**src/hdl/hre_pkg.sv**
```systemverilog
// shared types, codes and helpers for the hex record encoder
package hre_pkg;

	typedef enum logic [1:0] {
		FUNC_START = 2'd0,
		FUNC_DATA  = 2'd1,
		FUNC_END   = 2'd2
	} func_t;

	localparam logic [7:0] CHAR_SEMI = 8'h3B;
	localparam logic [7:0] CHAR_CR   = 8'h0D;
	localparam logic [7:0] CHAR_LF   = 8'h0A;
	localparam logic [7:0] CHAR_NUL  = 8'h00;

	localparam logic [3:0] NUL_COUNT_RESET = 4'd6;

	// index of the last hex nibble: one data byte or a three byte header
	localparam logic [2:0] HEX_LAST_DATA = 3'd1;
	localparam logic [2:0] HEX_LAST_HDR  = 3'd5;

	localparam int QUEUE_DEPTH = 4;
	localparam int QPTR_W      = $clog2(QUEUE_DEPTH);
	localparam int QCNT_W      = $clog2(QUEUE_DEPTH + 1);

	// one unit of work for the character sequencer
	typedef struct packed {
		logic        semi;
		logic [2:0]  hex_last;
		logic [23:0] hex_word;
		logic        line_end;
		logic [15:0] sum;
	} job_t;

	typedef enum logic [2:0] {
		ST_BEGIN,
		ST_HEX,
		ST_SUM,
		ST_CR,
		ST_LF,
		ST_NUL
	} bk_state_t;

	function automatic logic [7:0] hex_char(input logic [3:0] nib);
		logic [7:0] c;
		if (nib < 4'd10) begin
			c = 8'h30 + {4'h0, nib};
		end else begin
			c = 8'h37 + {4'h0, nib};
		end
		return c;
	endfunction

endpackage

```
**src/hdl/hre_if.sv**
```systemverilog
// request channels: encoder input items and output characters
interface hre_in_if;
	logic        valid;
	logic        ready;
	logic [1:0]  func;
	logic [4:0]  byte_count;
	logic [15:0] load_address;
	logic [7:0]  data_byte;

	modport source (output valid, func, byte_count, load_address, data_byte, input ready);
	modport sink (input valid, func, byte_count, load_address, data_byte, output ready);
endinterface

interface hre_out_if;
	logic       valid;
	logic       ready;
	logic [7:0] out_char;
	logic       last_char;

	modport source (output valid, out_char, last_char, input ready);
	modport sink (input valid, out_char, last_char, output ready);
endinterface

```
**src/hdl/hre_front.sv**
```systemverilog
// front end: takes requests, tracks record state, queues character jobs
module hre_front #(
	parameter int unsigned MAX_RECORD_BYTES = 24
) (
	input  logic           clk,
	input  logic           arst_n,
	hre_in_if.sink         in_ch,
	input  logic           q_full,
	output logic           push,
	output hre_pkg::job_t  job
);
	import hre_pkg::*;

	logic [4:0]  remain_q, remain_d;
	logic [15:0] sum_q, sum_d;
	logic [15:0] recs_q, recs_d;
	logic [4:0]  count_eff;
	logic        accept;

	assign in_ch.ready = !q_full;
	assign accept      = in_ch.valid && !q_full;

	always_comb begin
		if ({3'b000, in_ch.byte_count} > 8'(MAX_RECORD_BYTES)) begin
			count_eff = 5'(MAX_RECORD_BYTES);
		end else if (in_ch.byte_count == 5'd0) begin
			count_eff = 5'd1;
		end else begin
			count_eff = in_ch.byte_count;
		end
	end

	always_comb begin
		remain_d = remain_q;
		sum_d    = sum_q;
		recs_d   = recs_q;
		push     = 1'b0;
		job      = '0;
		if (accept) begin
			case (in_ch.func)
				FUNC_START: begin
					if (remain_q == 5'd0) begin
						recs_d   = recs_q + 16'd1;
						sum_d    = {11'd0, count_eff} + {8'd0, in_ch.load_address[15:8]}
						           + {8'd0, in_ch.load_address[7:0]};
						remain_d = count_eff;
						push     = 1'b1;
						job      = '{semi: 1'b1, hex_last: HEX_LAST_HDR,
						             hex_word: {3'b000, count_eff, in_ch.load_address},
						             line_end: 1'b0, sum: sum_d};
					end
				end
				FUNC_DATA: begin
					if (remain_q != 5'd0) begin
						sum_d    = sum_q + {8'd0, in_ch.data_byte};
						remain_d = remain_q - 5'd1;
						push     = 1'b1;
						job      = '{semi: 1'b0, hex_last: HEX_LAST_DATA,
						             hex_word: {in_ch.data_byte, 16'h0000},
						             line_end: (remain_q == 5'd1), sum: sum_d};
					end
				end
				FUNC_END: begin
					if (remain_q == 5'd0) begin
						sum_d = {8'd0, recs_q[15:8]} + {8'd0, recs_q[7:0]};
						push  = 1'b1;
						job   = '{semi: 1'b1, hex_last: HEX_LAST_HDR,
						          hex_word: {8'h00, recs_q},
						          line_end: 1'b1, sum: sum_d};
					end
				end
				default: begin
				end
			endcase
		end
	end

	always_ff @(posedge clk or negedge arst_n) begin
		if (!arst_n) begin
			remain_q <= '0;
			sum_q    <= '0;
			recs_q   <= '0;
		end else begin
			remain_q <= remain_d;
			sum_q    <= sum_d;
			recs_q   <= recs_d;
		end
	end

endmodule

```
**src/hdl/hre_queue.sv**
```systemverilog
// small job queue between front end and character sequencer
module hre_queue (
	input  logic           clk,
	input  logic           arst_n,
	input  logic           push,
	input  hre_pkg::job_t  push_job,
	input  logic           pop,
	output hre_pkg::job_t  head,
	output logic           full,
	output logic           empty
);
	import hre_pkg::*;

	job_t              slot_q [QUEUE_DEPTH];
	logic [QPTR_W-1:0] wr_ptr_q;
	logic [QPTR_W-1:0] rd_ptr_q;
	logic [QCNT_W-1:0] count_q;

	assign full  = (count_q == QCNT_W'(QUEUE_DEPTH));
	assign empty = (count_q == '0);
	assign head  = slot_q[rd_ptr_q];

	always_ff @(posedge clk) begin
		if (push) begin
			slot_q[wr_ptr_q] <= push_job;
		end
	end

	always_ff @(posedge clk or negedge arst_n) begin
		if (!arst_n) begin
			wr_ptr_q <= '0;
			rd_ptr_q <= '0;
			count_q  <= '0;
		end else begin
			if (push) begin
				wr_ptr_q <= wr_ptr_q + QPTR_W'(1);
			end
			if (pop) begin
				rd_ptr_q <= rd_ptr_q + QPTR_W'(1);
			end
			case ({push, pop})
				2'b10:   count_q <= count_q + QCNT_W'(1);
				2'b01:   count_q <= count_q - QCNT_W'(1);
				default: count_q <= count_q;
			endcase
		end
	end

endmodule

```
**src/hdl/hre_back.sv**
```systemverilog
// back end: walks the head job one character a cycle into the output register while the output is not stalled
module hre_back (
	input  logic                clk,
	input  logic                arst_n,
	input  logic                q_empty,
	input  hre_pkg::job_t       head,
	input  logic [3:0]          nul_count,
	output logic                pop,
	output hre_pkg::bk_state_t  state,
	hre_out_if.source           out_ch
);
	import hre_pkg::*;

	bk_state_t  state_q, state_d;
	logic [3:0] cnt_q, cnt_d;
	logic       out_valid_q;
	logic [7:0] out_char_q;
	logic       out_last_q;
	logic       fire;
	logic       done;
	logic [7:0] ch;
	logic [3:0] hex_nib;
	logic [3:0] sum_nib;

	assign fire  = !q_empty && (!out_valid_q || out_ch.ready);
	assign pop   = fire && done;
	assign state = state_q;

	assign hex_nib = head.hex_word[5'd20 - {cnt_q[2:0], 2'b00} +: 4];
	assign sum_nib = head.sum[4'd12 - {cnt_q[1:0], 2'b00} +: 4];

	always_comb begin
		state_d = state_q;
		cnt_d   = cnt_q;
		done    = 1'b0;
		ch      = CHAR_NUL;
		case (state_q)
			ST_BEGIN: begin
				if (head.semi) begin
					ch      = CHAR_SEMI;
					state_d = ST_HEX;
					cnt_d   = 4'd0;
				end else begin
					// data job: first nibble now, second one follows
					ch      = hex_char(hex_nib);
					state_d = ST_HEX;
					cnt_d   = 4'd1;
				end
			end
			ST_HEX: begin
				ch    = hex_char(hex_nib);
				cnt_d = cnt_q + 4'd1;
				if (cnt_q[2:0] == head.hex_last) begin
					cnt_d = 4'd0;
					if (head.line_end) begin
						state_d = ST_SUM;
					end else begin
						done = 1'b1;
					end
				end
			end
			ST_SUM: begin
				ch    = hex_char(sum_nib);
				cnt_d = cnt_q + 4'd1;
				if (cnt_q[1:0] == 2'd3) begin
					cnt_d   = 4'd0;
					state_d = ST_CR;
				end
			end
			ST_CR: begin
				ch      = CHAR_CR;
				state_d = ST_LF;
			end
			ST_LF: begin
				ch    = CHAR_LF;
				cnt_d = 4'd0;
				if (nul_count == 4'd0) begin
					done = 1'b1;
				end else begin
					state_d = ST_NUL;
				end
			end
			ST_NUL: begin
				ch    = CHAR_NUL;
				cnt_d = cnt_q + 4'd1;
				if (cnt_q + 4'd1 == nul_count) begin
					done = 1'b1;
				end
			end
			default: begin
				state_d = ST_BEGIN;
			end
		endcase
		if (done) begin
			state_d = ST_BEGIN;
			cnt_d   = 4'd0;
		end
	end

	always_ff @(posedge clk or negedge arst_n) begin
		if (!arst_n) begin
			state_q     <= ST_BEGIN;
			cnt_q       <= '0;
			out_valid_q <= 1'b0;
		end else begin
			if (fire) begin
				state_q     <= state_d;
				cnt_q       <= cnt_d;
				out_valid_q <= 1'b1;
			end else if (out_ch.ready) begin
				out_valid_q <= 1'b0;
			end
		end
	end

	always_ff @(posedge clk) begin
		if (fire) begin
			out_char_q <= ch;
			out_last_q <= done;
		end
	end

	assign out_ch.valid     = out_valid_q;
	assign out_ch.out_char  = out_char_q;
	assign out_ch.last_char = out_last_q;

endmodule

```
**src/hdl/hex_record_encoder_core.sv**
```systemverilog
// top level: hex record encoder with front end, job queue and character sequencer
// Turns start, data and end requests into MOS-style hex record text, one character per
// cycle on the output channel while it is not stalled. The front end takes one input
// request per cycle while its four-entry job queue has room; the sequencer emits from
// the queue head: two hex characters per data byte, a semicolon and six hex characters
// for a start or end record, and after the last data byte or an end record four checksum
// characters, CR, LF and the trailer NULs. The single output port sets the sustained rate.
// Requests that do not fit the record state (data with no open record, start or end while
// one is open, function code 3) are taken and produce nothing. cfg_we writes the 4-bit
// trailer NUL count (reset 6), to be changed only while the encoder is idle.
module hex_record_encoder_core #(
	parameter int unsigned MAX_RECORD_BYTES = 24
) (
	input  logic       clk,
	input  logic       arst_n,
	hre_in_if.sink     in_ch,
	hre_out_if.source  out_ch,
	input  logic       cfg_we,
	input  logic [3:0] cfg_wdata
);
	import hre_pkg::*;

	logic       trailer_nul_q;
	logic [3:0] nul_count_q;
	logic       push;
	logic       pop;
	logic       q_full;
	logic       q_empty;
	job_t       push_job;
	job_t       head;
	bk_state_t  bk_state;

	always_ff @(posedge clk or negedge arst_n) begin
		if (!arst_n) begin
			nul_count_q <= NUL_COUNT_RESET;
		end else if (cfg_we) begin
			nul_count_q <= cfg_wdata;
		end
	end

	// flag that goes high once reset is released and stays high; gates the last check below
	always_ff @(posedge clk or negedge arst_n) begin
		if (!arst_n) begin
			trailer_nul_q <= 1'b0;
		end else begin
			trailer_nul_q <= 1'b1;
		end
	end

	hre_front #(
		.MAX_RECORD_BYTES(MAX_RECORD_BYTES)
	) u_front (
		.clk    (clk),
		.arst_n (arst_n),
		.in_ch  (in_ch),
		.q_full (q_full),
		.push   (push),
		.job    (push_job)
	);

	hre_queue u_queue (
		.clk      (clk),
		.arst_n   (arst_n),
		.push     (push),
		.push_job (push_job),
		.pop      (pop),
		.head     (head),
		.full     (q_full),
		.empty    (q_empty)
	);

	hre_back u_back (
		.clk       (clk),
		.arst_n    (arst_n),
		.q_empty   (q_empty),
		.head      (head),
		.nul_count (nul_count_q),
		.pop       (pop),
		.state     (bk_state),
		.out_ch    (out_ch)
	);

	a_no_push_full: assert property (@(posedge clk) disable iff (!arst_n)
		push |-> !q_full)
		else $error("job pushed into a full queue");

	a_no_pop_empty: assert property (@(posedge clk) disable iff (!arst_n)
		pop |-> !q_empty)
		else $error("job popped from an empty queue");

	a_idle_at_begin: assert property (@(posedge clk) disable iff (!arst_n)
		q_empty |-> bk_state == ST_BEGIN)
		else $error("sequencer mid-job with no job queued");

	a_pop_marks_last: assert property (@(posedge clk) disable iff (!arst_n)
		(trailer_nul_q && pop) |=> (out_ch.valid && out_ch.last_char))
		else $error("job retired without a last character");

endmodule
```
**src/flat_wrapper.sv**
```systemverilog
// flat-port wrapper written by rule: the top's interface ports become plain ports
module hex_record_encoder_core_flat import hre_pkg::*;
#(
	parameter int unsigned MAX_RECORD_BYTES = 24
)
  (clk, arst_n, cfg_we, cfg_wdata, in_ch_valid, in_ch_func, in_ch_byte_count, in_ch_load_address, in_ch_data_byte, in_ch_ready, out_ch_valid, out_ch_out_char, out_ch_last_char, out_ch_ready);
  hre_in_if in_ch_i ();
  hre_out_if out_ch_i ();
  input  logic clk;
  input  logic arst_n;
  input  logic cfg_we;
  input  logic [3:0] cfg_wdata;
  input wire logic [$bits(in_ch_i.valid)-1:0] in_ch_valid;
  input wire logic [$bits(in_ch_i.func)-1:0] in_ch_func;
  input wire logic [$bits(in_ch_i.byte_count)-1:0] in_ch_byte_count;
  input wire logic [$bits(in_ch_i.load_address)-1:0] in_ch_load_address;
  input wire logic [$bits(in_ch_i.data_byte)-1:0] in_ch_data_byte;
  output wire logic [$bits(in_ch_i.ready)-1:0] in_ch_ready;
  output wire logic [$bits(out_ch_i.valid)-1:0] out_ch_valid;
  output wire logic [$bits(out_ch_i.out_char)-1:0] out_ch_out_char;
  output wire logic [$bits(out_ch_i.last_char)-1:0] out_ch_last_char;
  input wire logic [$bits(out_ch_i.ready)-1:0] out_ch_ready;
  assign in_ch_i.valid = in_ch_valid;
  assign in_ch_i.func = in_ch_func;
  assign in_ch_i.byte_count = in_ch_byte_count;
  assign in_ch_i.load_address = in_ch_load_address;
  assign in_ch_i.data_byte = in_ch_data_byte;
  assign in_ch_ready = in_ch_i.ready;
  assign out_ch_valid = out_ch_i.valid;
  assign out_ch_out_char = out_ch_i.out_char;
  assign out_ch_last_char = out_ch_i.last_char;
  assign out_ch_i.ready = out_ch_ready;
  hex_record_encoder_core #(.MAX_RECORD_BYTES(MAX_RECORD_BYTES)) u_core (.clk(clk), .arst_n(arst_n), .in_ch(in_ch_i), .out_ch(out_ch_i), .cfg_we(cfg_we), .cfg_wdata(cfg_wdata));
endmodule
```
**config.mk**
```make
export PLATFORM = sky130hd
export DESIGN_NAME = hex_record_encoder_core_flat
export DESIGN_NICKNAME = d
export VERILOG_FILES = /design/src/hdl/hre_pkg.sv /design/src/hdl/hre_if.sv /design/src/hdl/hre_front.sv /design/src/hdl/hre_queue.sv /design/src/hdl/hre_back.sv /design/src/hdl/hex_record_encoder_core.sv /design/src/flat_wrapper.sv
export SDC_FILE = /design/constraint.sdc
export NUM_CORES = 1
export LEC_CHECK = 0
export ABC_CLOCK_PERIOD_IN_PS = 6550
export BUFFER_PORTS_ARGS = -buffer_cell sky130_fd_sc_hd__buf_2
export CORE_MARGIN = 3
export CORE_UTILIZATION = 29
export DETAILED_ROUTE_END_ITERATION = 16
export GPL_TIMING_DRIVEN = 0
export HOLD_SLACK_MARGIN = 0.15
export PLACE_DENSITY_LB_ADDON = 0.3
export SYNTH_ARGS = -nofsm -noshare
export SYNTH_HDL_FRONTEND = slang
export SYNTH_SLANG_ARGS = --single-unit
export TNS_END_PERCENT = 50
```
**constraint.sdc**
```tcl
create_clock -name clk -period 6.55 [get_ports clk]
set_input_delay 0 -clock clk [delete_from_list [all_inputs] [get_ports clk]]
set_output_delay 0 -clock clk [all_outputs]
set_load 0.01 [all_outputs]
```
==> metrics.yaml <==
status: "finished, final reports clean"
cts_buffers: 26
synth-seq-cells: 236
n_antenna_cell: 0
finalWeightedCongestion: 0.8950
hold_class: "in2reg"
grt_max_degree: 33
dieArea_um2: 43720
antenna_found_initial: 0
drcViolationCount: 0
synth.most_common_cell: "edfxtp_1"
yosysTopAreaCell: "edfxtp_1"
track_usage: 0.1430
endpoint_kind: "flip-flop"
cts_tree: "done"
synth_edf_count: 180
fp.dieW_um: 209.1
rows: 73
synth.area.top_cells: "edfxtp_1 (45%), dfrtp_1 (11%), mux4_2 (6.8%)"
syn_inst: 915
coreArea_um2: 40280
finalSetupViolations: 0
path_max_fanout: 23
ys_seq_area_frac: 0.5692
crit_buf_inv: 2
setup_tns_ns: 0
placed_cell_area_um2: 12950
ctsResizeCount: 0
ys.flop_type: "edfxtp_1"
slew_viol_final: 0
max_freq_ghz: 0.2697
fill_cells: 3892
ys_types: 74
finalNetCount: 1130
io_pins: 51
slowest_stage: "a31oi_1"
worstMarginPinSlew_ns: 1.027
rsz0062_at_grt: "no"
port_buffers: 49
synth_common_cells: "edfxtp_1 (180), nor2_1 (62), nand2_1 (55), dfrtp_1 (54), a21oi_1 (46)"
worstPathRequired_ns: 6.79
cts_sinks: 236
fin_area_um2: 14280
cpLargestDelayFamily: "simple AND/OR/NAND/NOR gates"
synthArstFlopShare: 0.2373
dpl.hpwl_um: 22550
insertion_delay_ns: 0.55
arrival_ns: 3.95
fin_total_pwr_mw: 5.507
leakage_nw: 5.278
netlist_area_um2: 11960
drv_cap: 0
clockRootBuffer: "clkbuf_16"
grt-ovfl-total: 0
ir_drop_uv: 244.9
relSlewSlack: 0.3121
postCtsSetupBuffers: 0
hold_violations: 0
area_delta_synth_final_pct: 19.34
detail_route.first_pass.iterations: 8
powerDensity_nw_per_um2: 385.7
fin_skew_ns: 0.02196
grt_first_pass_wirelength_um: 48780
vias_per_cell: 5.116
cp-start-kind: "flip-flop"
fin_crit_sh: 0.5662
fin_crit_ns: 3.708
drt_iter0_markers: 705
wirelength_um: 31630
h-tree-depth: 1
clock_path_buffers: 3
die_y_um: 209.1
path_clk_slew_ns: 0.06
path_class: "reg2reg"
cp_cell_sequence: "inv_1, ha_1, nor4b_2, nand2_1, a31oi_1, and2_2, buf_12"
slowest_delay_ns: 0.89
grt_pass1_vias: 8002
postRouteAntennaNets: 0
vias: 8088
syn_avg_cell_area_um2: 13.07
synthesis.nets: 1007
ys_warn_count: 0
post_drt_wl_per_cell_um: 20.01
layout-drive-gt1-share: 0.1553
synth_top_cell_area_share: 0.4518
initial_utilization: 0.2970
-- power by group --
part           internal (mW)  switching [mW]
Clock                  0.939           0.600
Combinational          0.861            1.18
Sequential              1.82           0.109
Total                   3.62            1.89
-- path summary, 6_finish.rpt --
| kind | startpoint | end | slack, ns | cells after the start |
|---|---|---|---|---|
| worst max-delay path | u_core.u_front.remain_q[0] | u_core.u_queue.slot_q[2][38] | 2.84 | 7 |
| worst min-delay path | in_ch_func[0] | u_core.u_front.sum_q[9] | 0.18 | 4 |
| worst max register to register | u_core.u_front.remain_q[0] | u_core.u_queue.slot_q[2][38] | 2.84 | 7 |
| worst min register to register | u_core.u_queue.count_q[2] | u_core.u_queue.count_q[2] | 0.49 | 1 |
| max in group asynchronous | arst_n | u_core.u_queue.rd_ptr_q[0] | 5.48 | 4 |
| min in group asynchronous | arst_n | u_core.u_front.sum_q[12] | 0.53 | 3 |
-- cell type report --
cell class                      count  area (um2)  area share
Sequential cell                   236        6809      0.4769
Timing Repair Buffer               95       758.2     0.05311
Clock inverter                     12       161.4     0.01131
Inverter                           41       153.9     0.01078
Tap cell                          525       656.9     0.04601
Buffer                             35       183.9     0.01288
Multi-Input combinational cell    603        4821      0.3377
Clock buffer                       34       732.0     0.05127
-- kinds of logic after synthesis --
group / Yosys count / synth area share
DFF: 236 / 0.5692
AOI/OAI and AO/OA: 214 / 0.1209
and+or+nand+nor: 214 / 0.08629
buffers and inverters: 76 / 0.02824
muxes: 71 / 0.09769
adders and majority gates: 52 / 0.06004
xor gates and xnor gates: 51 / 0.03734
other: 1 / 0.0003135
-- metrics by stage --
step,util,instances,hold slack [ns],setup WS (ns)
2_1_floorplan,-,915,-0.2956,3.425
3_3_place_gp,0.3194,1489,0.2035,1.790
3_5_place_dp,0.3216,1493,0.1573,2.789
4_1_cts,0.3544,1581,0.1575,2.785
5_1_grt,0.3544,1581,0.1994,2.565
6_report,0.3544,1581,0.1837,2.842
-- cells in the final DEF, fill, tap and decap left out, types with 10 or more instances in the layout --
master and count:
nor3_1 17, nor2_1 62, clkbuf_16 27, a21oi_1 46
a221oi_1 10, xor2_1 12, inv_1 39, o211ai_1 13
buf_2 53, o21ai_0 34, a22oi_1 26, edfxtp_1 180
nand2_1 55, mux4_2 36, mux2i_1 29, dfrtp_1 54
ha_1 43, nand3_1 16, dlygate4sd3_1 41, clkbuf_1 25
xnor2_1 39
-- flip-flops by register name (all words and copies together), names as in the netlist, 3 cells and up --
register                       count
u_core.u_front.recs_q             16
u_core.u_back.out_ch.out_char      7
u_core.u_queue.slot_q            172
u_core.u_front.remain_q            5
u_core.nul_count_q                 4
u_core.u_queue.count_q             3
u_core.u_front.sum_q              16
u_core.u_back.cnt_q                4
u_core.u_back.state                3
-- metal layers --
layer	GRT usage	up-vias	routed length (um)
met3	0.02477	46	1627
met5	0	-	0
li1	-	3765	-
met2	0.2176	248	13790
met1	0.2154	4029	15470
met4	0.02818	0	740
-- worst register-to-register path: stages, from the launching register on --
cell and delay [ns]:
dfrtp_1 0.41, inv_1 0.09, ha_1 0.23, nor4b_2 0.44, nand2_1 0.30, a31oi_1 0.89
and2_2 0.76, buf_12 0.28
-- what timing repair did --
item / 4_1_cts / 5_1_grt
hold endpoints to repair: 165 / 0
setup endpoints to repair: 0 / 0
hold buffers: 42 / 0
Note: power is estimated with default switching activity, not from simulation.
